**src/fss_pkg.sv**
```systemverilog
package fss_pkg;

    // default capacities
    localparam int MAX_QUERY_DEF  = 32;
    localparam int MAX_TARGET_DEF = 64;

    // result and accumulator widths (sized for the default query capacity)
    localparam int SCORE_W = 12;
    localparam int ACC_W   = 14;
    localparam int SQ_W    = 13;
    localparam int CHAR_W  = 8;
    localparam int MISS_W  = 2;

    // scoring constants
    localparam int MISS_LIMIT   = 2;
    localparam int MISS_PENALTY = 20;
    localparam int WORD_BONUS   = 8;
    localparam int FULL_BONUS   = 100;

    localparam logic signed [ACC_W-1:0] SCORE_HI = ACC_W'(2 ** (SCORE_W - 1) - 1);
    localparam logic signed [ACC_W-1:0] SCORE_LO = ACC_W'(-(2 ** (SCORE_W - 1)));

    // item kinds
    localparam logic OP_QUERY  = 1'b0;
    localparam logic OP_TARGET = 1'b1;

    // character codes
    localparam logic [CHAR_W-1:0] CH_SLASH  = 8'h2F;
    localparam logic [CHAR_W-1:0] CH_BSLASH = 8'h5C;
    localparam logic [CHAR_W-1:0] CH_DASH   = 8'h2D;
    localparam logic [CHAR_W-1:0] CH_USCORE = 8'h5F;
    localparam logic [CHAR_W-1:0] CH_DOT    = 8'h2E;
    localparam logic [CHAR_W-1:0] CH_SPACE  = 8'h20;
    localparam logic [CHAR_W-1:0] CH_UP_A   = 8'h41;
    localparam logic [CHAR_W-1:0] CH_UP_Z   = 8'h5A;
    localparam logic [CHAR_W-1:0] CASE_OFS  = 8'h20;

    // commands from the controller to the datapath
    typedef struct packed {
        logic load;
        logic start;
        logic qrd;
        logic seek;
        logic acc;
        logic fin;
        logic out_load;
    } t_cmd;

    // status from the datapath to the controller
    typedef struct packed {
        logic tgt_last;
        logic q_empty;
        logic seek_done;
        logic acc_stop;
    } t_stat;

    function automatic logic is_upper(input logic [CHAR_W-1:0] c);
        return (c >= CH_UP_A) && (c <= CH_UP_Z);
    endfunction

    function automatic logic [CHAR_W-1:0] lower_byte(input logic [CHAR_W-1:0] c);
        return is_upper(c) ? c + CASE_OFS : c;
    endfunction

    function automatic logic is_sep(input logic [CHAR_W-1:0] c);
        return (c == CH_SLASH) || (c == CH_BSLASH) || (c == CH_DASH) ||
               (c == CH_USCORE) || (c == CH_DOT) || (c == CH_SPACE);
    endfunction

    // score of one finished run: length squared plus bonuses
    function automatic logic signed [ACC_W-1:0] run_score(
        input logic [SQ_W-1:0] sq,
        input logic            ws,
        input logic            full
    );
        logic signed [ACC_W-1:0] s;
        s = $signed(ACC_W'(sq));
        if (ws) begin
            s = s + $signed(ACC_W'(WORD_BONUS));
        end
        if (full) begin
            s = s + $signed(ACC_W'(FULL_BONUS));
        end
        return s;
    endfunction

endpackage

```
**src/fss_ram.sv**
```systemverilog
module fss_ram #(
    parameter int WIDTH = 8,
    parameter int DEPTH = 32,
    parameter int AW    = (DEPTH > 1) ? $clog2(DEPTH) : 1
) (
    input  logic             i_clk,
    input  logic             i_we,
    input  logic [AW-1:0]    i_waddr,
    input  logic [WIDTH-1:0] i_wdata,
    input  logic [AW-1:0]    i_raddr,
    output logic [WIDTH-1:0] o_rdata
);

    logic [WIDTH-1:0] r_mem [DEPTH];

    // single write port, registered read port
    always_ff @(posedge i_clk) begin
        if (i_we) begin
            r_mem[i_waddr] <= i_wdata;
        end
        o_rdata <= r_mem[i_raddr];
    end

endmodule

```
**src/fss_ctrl.sv**
```systemverilog
module fss_ctrl (
    input  logic          i_clk,
    input  logic          i_rst_n,
    input  logic          i_in_valid,
    output logic          o_in_ready,
    output logic          o_out_valid,
    input  logic          i_out_ready,
    output fss_pkg::t_cmd o_cmd,
    input  fss_pkg::t_stat i_stat
);

    import fss_pkg::*;

    localparam logic [2:0] S_LOAD = 3'd0;
    localparam logic [2:0] S_QRD  = 3'd1;
    localparam logic [2:0] S_SEEK = 3'd2;
    localparam logic [2:0] S_ACC  = 3'd3;
    localparam logic [2:0] S_FIN  = 3'd4;
    localparam logic [2:0] S_DONE = 3'd5;

    logic [2:0] r_state;
    logic [2:0] n_state;
    logic       r_out_valid;
    logic       n_out_valid;
    logic       in_ready;
    t_cmd       cmd;

    // sequencing of load, seek and score steps
    always_comb begin
        n_state  = r_state;
        cmd      = '0;
        in_ready = (r_state == S_LOAD);
        unique case (r_state)
            S_LOAD: begin
                if (i_in_valid) begin
                    cmd.load = 1'b1;
                    if (i_stat.tgt_last) begin
                        cmd.start = 1'b1;
                        n_state   = i_stat.q_empty ? S_FIN : S_QRD;
                    end
                end
            end
            S_QRD: begin
                cmd.qrd = 1'b1;
                n_state = S_SEEK;
            end
            S_SEEK: begin
                cmd.seek = 1'b1;
                if (i_stat.seek_done) begin
                    n_state = S_ACC;
                end
            end
            S_ACC: begin
                cmd.acc = 1'b1;
                n_state = i_stat.acc_stop ? S_FIN : S_QRD;
            end
            S_FIN: begin
                cmd.fin = 1'b1;
                n_state = S_DONE;
            end
            S_DONE: begin
                if (!r_out_valid || i_out_ready) begin
                    cmd.out_load = 1'b1;
                    n_state      = S_LOAD;
                end
            end
            default: begin
                n_state = S_LOAD;
            end
        endcase
    end

    // result register valid
    assign n_out_valid = cmd.out_load | (r_out_valid & ~i_out_ready);

    always_ff @(posedge i_clk) begin
        if (!i_rst_n) begin
            r_state     <= S_LOAD;
            r_out_valid <= 1'b0;
        end else begin
            r_state     <= n_state;
            r_out_valid <= n_out_valid;
        end
    end

    assign o_in_ready  = in_ready;
    assign o_out_valid = r_out_valid;
    assign o_cmd       = cmd;

endmodule

```
**src/fss_dp.sv**
```systemverilog
module fss_dp #(
    parameter int MAX_QUERY  = fss_pkg::MAX_QUERY_DEF,
    parameter int MAX_TARGET = fss_pkg::MAX_TARGET_DEF
) (
    input  logic                               i_clk,
    input  logic                               i_rst_n,
    input  fss_pkg::t_cmd                      i_cmd,
    output fss_pkg::t_stat                     o_stat,
    input  logic                               i_op,
    input  logic [fss_pkg::CHAR_W-1:0]         i_char_code,
    input  logic                               i_last,
    output logic signed [fss_pkg::SCORE_W-1:0] o_score,
    output logic                               o_no_match,
    output logic                               o_truncated
);

    import fss_pkg::*;

    localparam int QL_W = $clog2(MAX_QUERY + 1);
    localparam int QA_W = (MAX_QUERY > 1) ? $clog2(MAX_QUERY) : 1;
    localparam int TL_W = $clog2(MAX_TARGET + 1);
    localparam int TA_W = (MAX_TARGET > 1) ? $clog2(MAX_TARGET) : 1;
    localparam int TD_W = CHAR_W + 1;

    // string bookkeeping
    logic [QL_W-1:0]   r_qlen;
    logic              r_closed;
    logic              r_qovf;
    logic [TL_W-1:0]   r_tlen;
    logic              r_tovf;
    logic [CHAR_W-1:0] r_prev_ch;

    // scoring state
    logic [QL_W-1:0]         r_qi;
    logic [TL_W-1:0]         r_off;
    logic [TL_W-1:0]         r_ti;
    logic [MISS_W-1:0]       r_miss;
    logic                    r_in_run;
    logic                    r_any;
    logic                    r_fail;
    logic [QL_W-1:0]         r_run_len;
    logic [SQ_W-1:0]         r_sq;
    logic                    r_run_ws;
    logic signed [ACC_W-1:0] r_total;
    logic                    r_hit;
    logic [TL_W-1:0]         r_pos;
    logic                    r_pos_ws;

    logic [QL_W-1:0]         q_eff_len;
    logic                    q_we;
    logic [CHAR_W-1:0]       q_rdata;
    logic                    t_we;
    logic                    t_ws;
    logic [TD_W-1:0]         t_rdata;
    logic [TL_W-1:0]         t_rd_idx;
    logic                    t_end;
    logic                    t_match;
    logic                    miss_out;
    logic                    new_run;
    logic signed [ACC_W-1:0] cur_run;
    logic signed [ACC_W-1:0] penalty;
    logic signed [ACC_W-1:0] sat;

    // write side: query bytes restart the store after a closed query
    assign q_eff_len = r_closed ? '0 : r_qlen;
    assign q_we      = i_cmd.load && (i_op == OP_QUERY) && (q_eff_len < QL_W'(MAX_QUERY));
    assign t_we      = i_cmd.load && (i_op == OP_TARGET) && (r_tlen < TL_W'(MAX_TARGET));

    // word start flag is kept with each target byte
    assign t_ws = (r_tlen == '0) || is_sep(r_prev_ch) ||
                  (is_upper(i_char_code) && !is_upper(r_prev_ch));

    fss_ram #(
        .WIDTH (CHAR_W),
        .DEPTH (MAX_QUERY)
    ) u_qram (
        .i_clk   (i_clk),
        .i_we    (q_we),
        .i_waddr (q_eff_len[QA_W-1:0]),
        .i_wdata (i_char_code),
        .i_raddr (r_qi[QA_W-1:0]),
        .o_rdata (q_rdata)
    );

    assign t_rd_idx = i_cmd.qrd ? r_off : r_ti + TL_W'(1);

    fss_ram #(
        .WIDTH (TD_W),
        .DEPTH (MAX_TARGET)
    ) u_tram (
        .i_clk   (i_clk),
        .i_we    (t_we),
        .i_waddr (r_tlen[TA_W-1:0]),
        .i_wdata ({t_ws, lower_byte(i_char_code)}),
        .i_raddr (t_rd_idx[TA_W-1:0]),
        .o_rdata (t_rdata)
    );

    // seek compare against the current query byte
    assign t_end   = (r_ti >= r_tlen);
    assign t_match = !t_end && (t_rdata[CHAR_W-1:0] == q_rdata);

    assign miss_out = !r_hit && (r_miss == MISS_W'(MISS_LIMIT));
    assign new_run  = !r_in_run || (r_off != r_pos);
    assign cur_run  = run_score(r_sq, r_run_ws, r_run_len == r_qlen);
    assign penalty  = $signed(ACC_W'(MISS_PENALTY)) * $signed(ACC_W'(r_miss));

    always_comb begin
        if (r_total > SCORE_HI) begin
            sat = SCORE_HI;
        end else if (r_total < SCORE_LO) begin
            sat = SCORE_LO;
        end else begin
            sat = r_total;
        end
    end

    assign o_stat.tgt_last  = (i_op == OP_TARGET) && i_last;
    assign o_stat.q_empty   = (r_qlen == '0);
    assign o_stat.seek_done = t_end || t_match;
    assign o_stat.acc_stop  = miss_out || ((r_qi + QL_W'(1)) == r_qlen);

    // string lengths and overflow flags
    always_ff @(posedge i_clk) begin
        if (!i_rst_n) begin
            r_qlen   <= '0;
            r_closed <= 1'b1;
            r_qovf   <= 1'b0;
            r_tlen   <= '0;
            r_tovf   <= 1'b0;
        end else if (i_cmd.load) begin
            if (i_op == OP_QUERY) begin
                if (q_we) begin
                    r_qlen <= q_eff_len + QL_W'(1);
                end else begin
                    r_qlen <= q_eff_len;
                end
                r_qovf   <= (r_qovf && !r_closed) || !q_we;
                r_closed <= i_last;
            end else begin
                if (t_we) begin
                    r_tlen <= r_tlen + TL_W'(1);
                end else begin
                    r_tovf <= 1'b1;
                end
            end
        end else if (i_cmd.out_load) begin
            r_tlen <= '0;
            r_tovf <= 1'b0;
        end
    end

    // scoring registers and result
    always_ff @(posedge i_clk) begin
        if (t_we) begin
            r_prev_ch <= i_char_code;
        end
        if (i_cmd.start) begin
            r_qi     <= '0;
            r_off    <= '0;
            r_miss   <= '0;
            r_in_run <= 1'b0;
            r_any    <= 1'b0;
            r_fail   <= 1'b0;
            r_total  <= '0;
        end
        if (i_cmd.qrd) begin
            r_ti <= r_off;
        end
        if (i_cmd.seek) begin
            if (t_end || t_match) begin
                r_hit    <= t_match;
                r_pos    <= r_ti;
                r_pos_ws <= t_rdata[CHAR_W];
            end else begin
                r_ti <= r_ti + TL_W'(1);
            end
        end
        if (i_cmd.acc) begin
            r_qi <= r_qi + QL_W'(1);
            if (r_hit) begin
                if (new_run) begin
                    if (r_in_run) begin
                        r_total <= r_total + cur_run;
                    end
                    r_run_len <= QL_W'(1);
                    r_sq      <= SQ_W'(1);
                    r_run_ws  <= r_pos_ws;
                    r_in_run  <= 1'b1;
                    r_any     <= 1'b1;
                end else begin
                    r_run_len <= r_run_len + QL_W'(1);
                    r_sq      <= r_sq + (SQ_W'(r_run_len) << 1) + SQ_W'(1);
                end
                r_off <= r_pos + TL_W'(1);
            end else begin
                r_miss <= r_miss + MISS_W'(1);
                if (miss_out) begin
                    r_fail <= 1'b1;
                end
            end
        end
        if (i_cmd.fin) begin
            r_total <= r_total + (r_in_run ? cur_run : '0) - penalty;
            r_fail  <= r_fail || !r_any;
        end
        if (i_cmd.out_load) begin
            o_score     <= r_fail ? '0 : sat[SCORE_W-1:0];
            o_no_match  <= r_fail;
            o_truncated <= r_qovf || r_tovf;
        end
    end

endmodule

```
**src/fuzzy_subsequence_score.sv**
```systemverilog
// Fuzzy subsequence scorer. Query bytes (op 0) and target bytes (op 1) are taken one item
// per cycle while loading; the query is kept until a new one starts after a byte marked
// last. A target byte marked last starts scoring, during which no item is taken: for each
// query byte the target store is read one position per cycle from the current offset.
// The input stays stalled while each query byte is read, sought and scored in turn
// (states QRD, SEEK, ACC), then through FIN and DONE; handling stops at the third missed
// byte. The positions examined come to at most one pass over the target plus one pass per
// missed byte; the target memory has a single read port. One result item follows each
// target; it sits in an output register, and loading of the next strings goes on while
// it waits to be taken; the stall after the next target lasts until the waiting item
// has been taken.
module fuzzy_subsequence_score #(
    parameter int MAX_QUERY  = fss_pkg::MAX_QUERY_DEF,
    parameter int MAX_TARGET = fss_pkg::MAX_TARGET_DEF
) (
    input  logic                               i_clk,
    input  logic                               i_rst_n,
    input  logic                               i_in_valid,
    output logic                               o_in_ready,
    input  logic                               i_op,
    input  logic [fss_pkg::CHAR_W-1:0]         i_char_code,
    input  logic                               i_last,
    output logic                               o_out_valid,
    input  logic                               i_out_ready,
    output logic signed [fss_pkg::SCORE_W-1:0] o_score,
    output logic                               o_no_match,
    output logic                               o_truncated
);

    import fss_pkg::*;

    t_cmd  cmd;
    t_stat stat;

    // sequencer
    fss_ctrl u_ctrl (
        .i_clk       (i_clk),
        .i_rst_n     (i_rst_n),
        .i_in_valid  (i_in_valid),
        .o_in_ready  (o_in_ready),
        .o_out_valid (o_out_valid),
        .i_out_ready (i_out_ready),
        .o_cmd       (cmd),
        .i_stat      (stat)
    );

    // stores, seek and score arithmetic
    fss_dp #(
        .MAX_QUERY  (MAX_QUERY),
        .MAX_TARGET (MAX_TARGET)
    ) u_dp (
        .i_clk       (i_clk),
        .i_rst_n     (i_rst_n),
        .i_cmd       (cmd),
        .o_stat      (stat),
        .i_op        (i_op),
        .i_char_code (i_char_code),
        .i_last      (i_last),
        .o_score     (o_score),
        .o_no_match  (o_no_match),
        .o_truncated (o_truncated)
    );

endmodule

```
**config.mk**
```make
export PLATFORM = sky130hd
export DESIGN_NAME = fuzzy_subsequence_score
export DESIGN_NICKNAME = d
export VERILOG_FILES = /design/src/fss_pkg.sv /design/src/fss_ram.sv /design/src/fss_ctrl.sv /design/src/fss_dp.sv /design/src/fuzzy_subsequence_score.sv
export SDC_FILE = /design/constraint.sdc
export NUM_CORES = 1
export LEC_CHECK = 0
export BUFFER_PORTS_ARGS = -buffer_cell sky130_fd_sc_hd__clkbuf_2
export CORE_AREA = 2 2 262 264
export CTS_CLUSTER_SIZE = 30
export DETAILED_ROUTE_END_ITERATION = 10
export DIE_AREA = 0 0 264 266
export GPL_TIMING_DRIVEN = 0
export HOLD_SLACK_MARGIN = 0.06
export PLACE_DENSITY = 0.76
export SYNTH_ARGS = -nofsm -noshare
export SYNTH_HDL_FRONTEND = slang
export SYNTH_SLANG_ARGS = --single-unit
```
**constraint.sdc**
```tcl
create_clock -name i_clk -period 16.8 [get_ports i_clk]
set_input_delay 4.2 -clock i_clk [delete_from_list [all_inputs] [get_ports i_clk]]
set_output_delay 4.2 -clock i_clk [all_outputs]
set_load 0.02 [all_outputs]
```
== Word level (Yosys, flattened, before mapping) ==
Memory sizes are Yosys's and may differ from the RTL's. A register that Yosys moved wholly into a read port is not among the register bits.
Index checks and enable logic that the tools add are counted.
Word-level totals
  input port bits: 14
  memories kept: 2
  bits in registers: 110
  logic and storage cells: 193
  memory bits (writable): 832
Memories
  u_dp.u_tram.r_mem: words 64, bits a word 9, read ports 1, clocked after memory_dff 1, write ports 1, line fss_ram.sv:14  | logic [WIDTH-1:0] r_mem [DEPTH];
  u_dp.u_qram.r_mem: words 32, bits a word 8, read ports 1, clocked after memory_dff 1, write ports 1, line fss_ram.sv:14
Operators by class
  equal/unequal tests: 23
  $mul: 1
  muxes and demuxes: 67
  order comparisons: 9
  reductions and logical operators: 46
  bitwise logic cells: 4
  add/sub/neg operators: 15
Operators by type and width (count)
  $mux 14: 9
  $mux 7: 10
  $eq 8x6->1 const B: 4
  $mux 6: 5
  $add 14x14->14: 2
  $mux 1: 28
  $add 7x1->7 const B: 3
  $add 6x1->6 const B: 3
  $mux 3: 6
  $pmux 3 s6: 1
  $eq 8x7->1 const B: 2
  $ge 8x7->1 const B: 2
  $le 8x7->1 const B: 2
  $add 13x4->14 const B: 1
  $add 14x8->14 const B: 1
  $gt 14x12->1 const B: 1
  $logic_or 1x1->1: 14
  $lt 14x12->1 const B: 1
  $sub 14x14->14: 1
  $add 13x1->13 const B: 1
  $add 13x7->13: 1
  $eq 6x6->1: 2
  $mux 12: 1
  $logic_and 1x1->1: 11
  other kinds (29): 53

== Longest topological paths before layout ==
Gate-level depths: netlist (run 1).
  depth in word-level cells: 10
  gate-level depth with buffers: 21

== By module ==
A second synthesis (run 1) with hierarchy kept.
Unflattened totals
  cell total of the unflattened synthesis: 2281
  area, all modules: 40400.0 µm²
Modules (own cells, without submodules)
  fss_ram (u_dp.u_tram): sequential area each 17476.8 µm², times used 1, area an instance 22594.2 µm², cells each 1020
  fss_ram (u_dp.u_qram): sequential area each 7847.5 µm², times used 1, area an instance 10053.4 µm², cells each 417
  fss_dp: sequential area each 2692.6 µm², times used 1, area an instance 7450.9 µm², cells each 809
  fss_ctrl: sequential area each 80.1 µm², times used 1, area an instance 301.5 µm², cells each 35

== Worst setup path after synthesis (run 1) ==
OpenSTA, ideal clock, no wires.
  path type: input-to-reg
  start point: input port i_char_code[2] (netlist name)
  end point: memory u_dp.u_tram.r_mem[0][8] (netlist name) (data pin)
  buffers on the path: 0
  arrival time: 6.505 ns
  setup slack: 9.437 ns
  stages: 5
  cells stage by stage: or4_1 o22ai_1 nor4b_1 o21ai_0 o311ai_0
Between the ends
  word-level cells in the longest chain between the ends: 4
RTL lines
  start: declaration: line fuzzy_subsequence_score.sv:21  | input logic [fss_pkg::CHAR_W-1:0] i_char_code,
  $ge 8x7->1 or $le 8x7->1 (tied branches): line fss_pkg.sv:58  | return (c >= CH_UP_A) && (c <= CH_UP_Z);
  $logic_and 1x1->1 *: line fss_pkg.sv:58
  $logic_and 1x1->1 *: line fss_dp.sv:71  | (is_upper(i_char_code) && !is_upper(r_prev_ch));
  $logic_or 1x1->1 *: line fss_dp.sv:70  | assign t_ws = (r_tlen == '0) || is_sep(r_prev_ch) ||
  net u_dp.t_ws: line fss_dp.sv:53  | logic t_ws;
  end: declaration: line fss_ram.sv:14
The timed path passes the listed nets; every way through them passes the cells marked *.

== Worst setup path after layout (run 1) ==
  start point: input port i_in_valid
  end point: memory u_dp.u_tram.r_mem[47][2] (netlist name) (enable)
Between the ends
  word-level cells in the longest chain between the ends: 6
RTL lines
  start: declaration: line fuzzy_subsequence_score.sv:18  | input logic i_in_valid,
  $mux 2: line fss_ctrl.sv:35  | if (i_in_valid) begin
  $mux 2: line fss_ctrl.sv:33  | unique case (r_state)
  $logic_and 1x1->1 (2 in a row): line fss_dp.sv:67  | assign t_we = i_cmd.load && (i_op == OP_TARGET) && (r_tlen < TL_W'(MAX_TARGET));
  net u_dp.t_we: line fss_dp.sv:52  | logic t_we;
  $mux 1: line fss_ram.sv:18  | if (i_we) begin
  $mux 1 (not written as such): line fss_ram.sv:19  | r_mem[i_waddr] <= i_wdata;
The timed path passes the listed nets, and every way through them passes these cells.

==> results of run 1 <==
==> cell usage in the layout (no fill, tap or decap), drive strengths merged, types with 6 or more instances in the layout <==
master,synthesis,routed
clkinv,2,43
nand2,104,104
o21ai,35,35
buf,45,57
dfxtp,70,70
mux2i,52,52
edfxtp,889,889
and3,7,7
a21boi,6,6
mux2,10,10
clkbuf,59,197
a21o,12,12
nand2b,11,11
bufinv,0,10
clkinvlp,0,7
nand3,45,45
fa,6,6
nor3,15,15
mux4,224,224
a21oi,85,85
a211oi,60,60
a311oi,6,6
nor2,170,170
o21a,13,13
o211ai,7,7
ha,62,62
nor2b,52,52
xor2,39,39
xnor2,58,58
nand4,12,12
inv,69,74
==> sequential cells by signal, summed over array words and instances, names as in the netlist, 8 cells and up <==
name and cells:
u_dp.u_tram.r_mem 576, u_dp.u_qram.r_mem 256, u_dp.r_total 14, u_dp.r_sq 13, u_dp.o_score 12, u_dp.u_tram.o_rdata 9
u_dp.r_prev_ch 8, u_dp.u_qram.o_rdata 8
==> final cells by class <==
type	count	area [sq um]	area share (%)
antenna	1	2.502	0.005583
buffer	104	608.1	1.357
clock buffer	109	2419	5.396
clock inverter	63	673.1	1.502
inverter	71	266.5	0.5946
multi-input combinational	1168	11280	25.17
sequential	959	28100	62.69
tap	882	1104	2.462
timing repair buffer	41	369.1	0.8235
==> per-layer routing <==
layer / vias to the layer above / wire (microns) / share of wire [%]
met4: 0 / 3275 / 3.6
li1: 9382 / - / -
met3: 192 / 7180 / 8.0
met2: 1055 / 43840 / 49
met1: 11200 / 35850 / 40
met5: - / 0 / 0
==> kinds of logic (layout without fill, tap and decap cells) <==
| logic type | after synthesis | in the layout | share of synthesized area, % |
|---|---|---|---|
| muxes | 286 | 286 | 14.11 |
| buffers and inverters | 175 | 388 | 2.173 |
| other | 0 | 1 | 0 |
| AOI/OAI and AO/OA | 263 | 263 | 4.256 |
| xor gates and xnor gates | 97 | 97 | 2.111 |
| and+or+nand+nor | 453 | 453 | 5.285 |
| adders and majority gates | 69 | 69 | 2.251 |
| DFF | 959 | 959 | 69.81 |
==> path summary, 6_finish.rpt <==
path	from	end	slack (ps)	cells after the start
setup reg to reg	u_dp.r_qlen[1]	u_dp.r_total[13]	11770	18
setup / recovery	i_in_valid	u_dp.u_tram.r_mem[47][2]	10120	6
hold / removal	u_dp.u_tram.o_rdata[8]	u_dp.r_pos_ws	430	0
hold reg to reg	u_dp.u_tram.o_rdata[8]	u_dp.r_pos_ws	430	0
==> cell usage after synthesis, drive strengths merged, types with 15 or more instances <==
cell	n
buf	45
o21ai	35
nor2	170
mux2i	52
dfxtp	70
edfxtp	889
nand3	45
inv	69
a211oi	60
ha	62
mux4	224
nand2	104
nor3	15
xnor2	58
nor2b	52
a21oi	85
xor2	39
clkbuf	59
==> power by group <==
group / switching (uW) / internal (uW) / total, uW
Sequential: 53.5 / 2680 / 2730
Combinational: 1390 / 1000 / 2390
Clock: 900 / 1200 / 2100
==> critical path, delay by kind of cell <==
family / cells / cell delay, ps
simple gates: 4 / 2240
buf+inv: 2 / 500
==> per-stage QoR <==
step	instances	hold slack [ps]	instance area [sq um]	total power, uW	setup WS (ps)
5_1_grt	3397	450.4	44820	7469	9880
3_5_place_dp	3225	417.0	41730	5121	9524
4_1_cts	3397	431.2	44820	7211	10130
6_report	3398	433.0	44820	7219	10120
3_3_place_gp	3213	399.0	41490	5060	6067
2_1_floorplan	2302	385.5	40240	4395	9437
==> results.yml, run 1 <==
outcome:
  outcome: "finished clean"
floorplan:
  die_h_microns: 266
  rows: 96
  die_w_microns: 264
  ios: 30
  coreArea_sq_um: 67750
  initial_core_util_pct: 59.41
  die-area_sq_um: 70220
synthesis:
  syn_area_sq_um: 40240
  synth_top_area_cell: "edfxtp_1"
  synth-edff-count: 889
  yosysSeqAreaShare_pct: 69.82
  synth.avg_cell_area_sq_um: 17.48
  async_reset_ff_share_pct: 0
  synth.distinct_cells: 70
  syn-num-nets: 2384
  ys.flop_type: "edfxtp_1"
  synth_cells: 2302
  synth_top_area_share_pct: 66.33
  synth-seq-cells: 959
  ys_warn_count: 0
  ys_top_cells_by_area: "edfxtp_1 66%, mux4_2 13%, dfxtp_1 3.5%, ha_1 1.9%, nor2_1 1.6%"
global_routing:
  grt_use_met2_pct: 42.51
  antenna_found_initial: 1
  grt_util_all_layers_pct: 26.18
  met3_usage_pct: 4.030
  grtUsageMet1_pct: 36.38
  grt_pass1_wl_mm: 136.9
  grt-busiest-layer: "met2"
  grt_pass1_vias: 22130
  grt_max_degree: 76
  grt-ovfl-total: 0
clock_tree:
  cts_root_buf: "clkbuf_16"
  clockBufferDepth: 3
  cts_sinks: 959
  clk_pin_slew_ps: 60
  cts_made_buffers: 94
  htreeDepth: 3
  clk_latency_ps: 670
  post_cts_resize_count: 0
  cts_setup_buffers: 0
  hold_buffers: 0
  cts_tree: "yes"
cells_and_area:
  area_growth_pct: 11.37
  drive_above_1_share_pct: 18.61
  finalNetCount: 2521
  fillers: 4370
  final_util_pct: 66.16
route:
  antenna_left: 0
  drtPass1Iterations: 8
  vias: 21830
  drt-wirelength-per-cell_microns: 26.53
  drtIter0Drc: 2534
  vias_per_cell: 6.425
  wl_mm: 90.15
  drc: 0
sta:
  fin_crit_ps: 6683
  setup_tns_ps: 0
  finalCritPeriodShare_pct: 39.78
  drv_slew: 0
  finalHoldViolations: 0
  fmax_mhz: 149.6
  rsz0062_at_grt: "false"
  finalSetupViolations: 0
  skew_ps: 34.01
  slew_headroom_pct: 3.817
  tightest_slew_ps: 1403
pwr:
  peakVddDrop_mv: 0.1109
  p_leak_uw: 0.01466
  powerDensity_nw_per_um2: 161.1
setup_path:
  slowest_delay_ps: 1030
  cp_cell_sequence: "clkbuf_2 > and3_1 > nand2_1 > inv_1 > nand4_1 > nor2_1"
  required_ps: 17060
  cp_max_fo: 13
  crit_path_start_kind: "input pin"
  criticalPathCategory: "input pin to flop"
  critPathSlowestCell: "nor2_1"
  endpoint_kind: "flop"
  crit_arrival_ps: 6950
min_path:
  min_path_type: "flop to flop"
placement:
  dp.final_hpwl_mm: 58.97
  port_buffers: 29
  globalplace.congestion: 0.9402
flow_run:
  maxCapViolations: 0
Note: power is estimated with default switching activity, not from simulation.
==> inputs of run 2 (changes only) <==
--- a/config.mk
+++ b/config.mk
@@ -5,14 +5,15 @@
 export SDC_FILE = /design/constraint.sdc
 export NUM_CORES = 1
 export LEC_CHECK = 0
+export ABC_AREA = 1
 export BUFFER_PORTS_ARGS = -buffer_cell sky130_fd_sc_hd__clkbuf_2
-export CORE_AREA = 2 2 262 264
+export CORE_AREA = 2 2 273 275
 export CTS_CLUSTER_SIZE = 30
 export DETAILED_ROUTE_END_ITERATION = 10
-export DIE_AREA = 0 0 264 266
+export DIE_AREA = 0 0 275 277
 export GPL_TIMING_DRIVEN = 0
 export HOLD_SLACK_MARGIN = 0.06
-export PLACE_DENSITY = 0.76
+export PLACE_DENSITY = 0.75
 export SYNTH_ARGS = -nofsm -noshare
 export SYNTH_HDL_FRONTEND = slang
 export SYNTH_SLANG_ARGS = --single-unit
==> constraint.sdc (replaced) <==
create_clock -name i_clk -period 5.7 [get_ports i_clk]
set_input_delay 1.425 -clock i_clk [delete_from_list [all_inputs] [get_ports i_clk]]
set_output_delay 1.425 -clock i_clk [all_outputs]
set_load 0.02 [all_outputs]
==> results.yml, run 2 <==
sta:
  fmax_mhz: 244.4
  skew_ps: 40.31
  holdWs_ps: 429.8
  drv_slew: 0
  tightest_slew_ps: 1272
  fin_crit_ps: 4092
  finalHoldViolations: 0
  rsz0062_at_grt: "false"
  setup_tns_ps: 0
  slew_headroom_pct: 14.58
  finalSetupViolations: 0
  finalWorstSetupSlack_ps: 1608
  finalCritPeriodShare_pct: 71.79
synthesis:
  ys_top_cells_by_count: "889 x edfxtp_1, 488 x nor2_1, 414 x o21ai_0, 324 x nand2_1, 243 x o211ai_1"
  synth-seq-cells: 959
  ys.flop_type: "edfxtp_1"
  synth_fa_ha_area_share_pct: 2.169
  synth.most_common_cell: "edfxtp_1"
  syn_area_sq_um: 41310
  synth-edff-count: 889
  synth.distinct_cells: 57
  async_reset_ff_share_pct: 0
  synth_top_area_share_pct: 64.62
  yosys.area_share.simple_pct: 10.71
  syn-num-nets: 3594
  synth_top_area_cell: "edfxtp_1"
  ys_top_cells_by_area: "edfxtp_1 65%, o21ai_0 5.0%, nor2_1 4.4%, o211ai_1 4.4%, dfxtp_1 3.4%"
  ys_warn_count: 0
  synth_top_family_by_area: "compound AO/OA/AOI/OAI gates"
  synth.avg_cell_area_sq_um: 11.76
  synth_compound_area_share_pct: 13.55
  synth_xor_area_share_pct: 1.209
  synth_cells: 3512
  yosys-mux-area-fraction_pct: 0.02423
  yosysSeqAreaShare_pct: 68.02
pwr:
  seq_power_share_pct: 30.4
  p_switching_uw: 11830
  power.internal_uw: 15250
  p_leak_uw: 0.01583
  swShare_pct: 43.68
  peakVddDrop_mv: 0.3827
  pwr-share-comb_pct: 46.4
  p_total_uw: 27070
  powerDensity_nw_per_um2: 587.9
  power_frac_clock_pct: 23.3
clock_tree:
  post_cts_resize_count: 0
  htreeDepth: 3
  cts_tree: "yes"
  clk_latency_ps: 670
  cts_setup_buffers: 0
  cts_root_buf: "clkbuf_16"
  cts_made_buffers: 95
  cts_sinks: 959
  clk_pin_slew_ps: 60
  clockBufferDepth: 3
  hold_buffers: 0
floorplan:
  die-area_sq_um: 76180
  rows: 100
  coreArea_sq_um: 73570
  die_w_microns: 275
  die_h_microns: 277
  ios: 30
  initial_core_util_pct: 56.15
cells_and_area:
  area_growth_pct: 11.48
  drive_above_1_share_pct: 9.254
  mostFrequentLayoutCells: "889 x edfxtp_1, 486 x nor2_1, 414 x o21ai_0"
  max_flop_register: "u_dp.u_tram.r_mem"
  fillers: 5566
  largest_register_ffs: 576
  layout_commonest_cell: "edfxtp_1"
  reg_top3: "u_dp.u_tram.r_mem x576, u_dp.u_qram.r_mem x256, u_dp.r_total x14"
  finalNetCount: 3729
  final_util_pct: 62.60
  diodes: 0
route:
  drc: 0
  drtIter0Drc: 3885
  wl_mm: 113.6
  vias_per_cell: 6.150
  antenna_left: 0
  drt-wirelength-per-cell_microns: 24.19
  vias: 28890
  drtPass1Iterations: 8
global_routing:
  grt_pass1_vias: 27770
  grt-ovfl-total: 0
  grt_util_all_layers_pct: 29.66
  grt_max_degree: 76
  grt_pass1_wl_mm: 168.8
  antenna_found_initial: 0
setup_path:
  cp_cell_sequence: "clkbuf_2 > nand2_1 > nor2_1 > nand2_1 > nor2_1 > nand3_1 > nor2_1"
  r2r_setup_slack_ps: 1630
  crit_path_start_kind: "input pin"
  reg2regPathDepth: 22
  crit_arrival_ps: 4360
  critPathSlowestCell: "nor2_1"
  endpoint_kind: "flop"
  criticalPathCategory: "input pin to flop"
  r2r_start: "u_dp.r_qlen[2]"
  path_delay_family: "simple AND/OR/NAND/NOR gates"
  slowest_delay_ps: 1240
  crit_buf_inv: 1
  r2r-end: "u_dp.r_total[12]"
  cp_common_cell: "nor2_1"
  cp_max_fo: 9
  required_ps: 5970
min_path:
  min_to: "u_dp.r_pos_ws"
  hold_path_depth: 0
  min_path_type: "flop to flop"
  hp-start: "u_dp.u_tram.o_rdata[8]"
outcome:
  outcome: "finished clean"
placement:
  pre_cts_slack_ps: 1188
  dp.final_hpwl_mm: 76.53
  globalplace.congestion: 0.9670
  port_buffers: 29
flow_run:
  maxCapViolations: 0
## run 2: cell families (layout without fill, tap and decap cells)
family          after synthesis  in the layout
compound gates              937            937
xor+xnor                     57             57
fa+ha+maj                    68             68
buf+inv                     437            653
flops                       959            959
mux                           1              1
simple gates               1053           1053
## run 2: layout make-up
cell class                 instances  area, sq um  share of cell area (%)
clock inverter                    57        615.6                   1.337
multi-input combinational       2116        11460                   24.88
sequential                       959        28100                   61.01
timing repair buffer              38        370.4                  0.8042
inverter                         254        958.4                   2.081
clock buffer                     121         2515                   5.461
tap                              969         1212                   2.633
buffer                           183        824.5                   1.790
## run 2: power by group through the flow
stage	Clock (uW)	Combinational [uW]	Sequential [uW]
3_5_place_dp	0	12100	8360
4_1_cts	6310	12200	8220
2_1_floorplan	0	7600	8320
5_1_grt	6580	13400	8250
6_report	6300	12600	8220
3_3_place_gp	0	11900	8380
## run 2: worst max-delay path by stage
| stage | endpoint | startpoint | depth (start not counted) |
|---|---|---|---|
| CTS | u_dp.r_total[12] | u_dp.r_qlen[2] | 22 |
| detailed placement | u_dp.u_tram.r_mem[49][8] | i_in_valid | 7 |
| global placement | u_dp.u_tram.r_mem[40][7] | i_char_code[0] | 5 |
| global route | u_dp.r_total[13] | u_dp.r_qlen[2] | 26 |
| floorplan | u_dp.u_tram.r_mem[0][7] | i_char_code[7] | 3 |
| finish | u_dp.u_tram.r_mem[49][7] | i_in_valid | 7 |
## run 2: worst reg2reg max path: stages, from the launching register on
cell and delay, ps:
dfxtp_1 500, inv_2 180, nand2_1 90, nand2_1 50
nor2_1 90, nand2_1 90, nor2_4 210, xor2_1 250
nand2_1 130, fa_1 560, inv_1 40, ha_1 310
nand2_1 60, o21ai_0 350, a31oi_1 230, o21bai_1 290
nand2_1 100, nand2_1 80, nand2_1 50, nand2_1 80
nand2_1 50, nand2_1 50, o32ai_1 70
## run 2: routing by layer
metal  wire length [microns]  global-route usage, %
met1                   44110                  40.15
met2                   53010                  47.28
met3                   11830                  5.766
met4                    4681                  12.00
met5                       0                      0
## run 2: through the flow
| stage | instance area [sq um] | std cells |
|---|---|---|
| after floorplan | 41310 | 3512 |
| after global placement | 42670 | 4510 |
| after detailed placement | 42920 | 4519 |
| after CTS | 46050 | 4697 |
| after global routing | 46050 | 4697 |
| final | 46050 | 4697 |
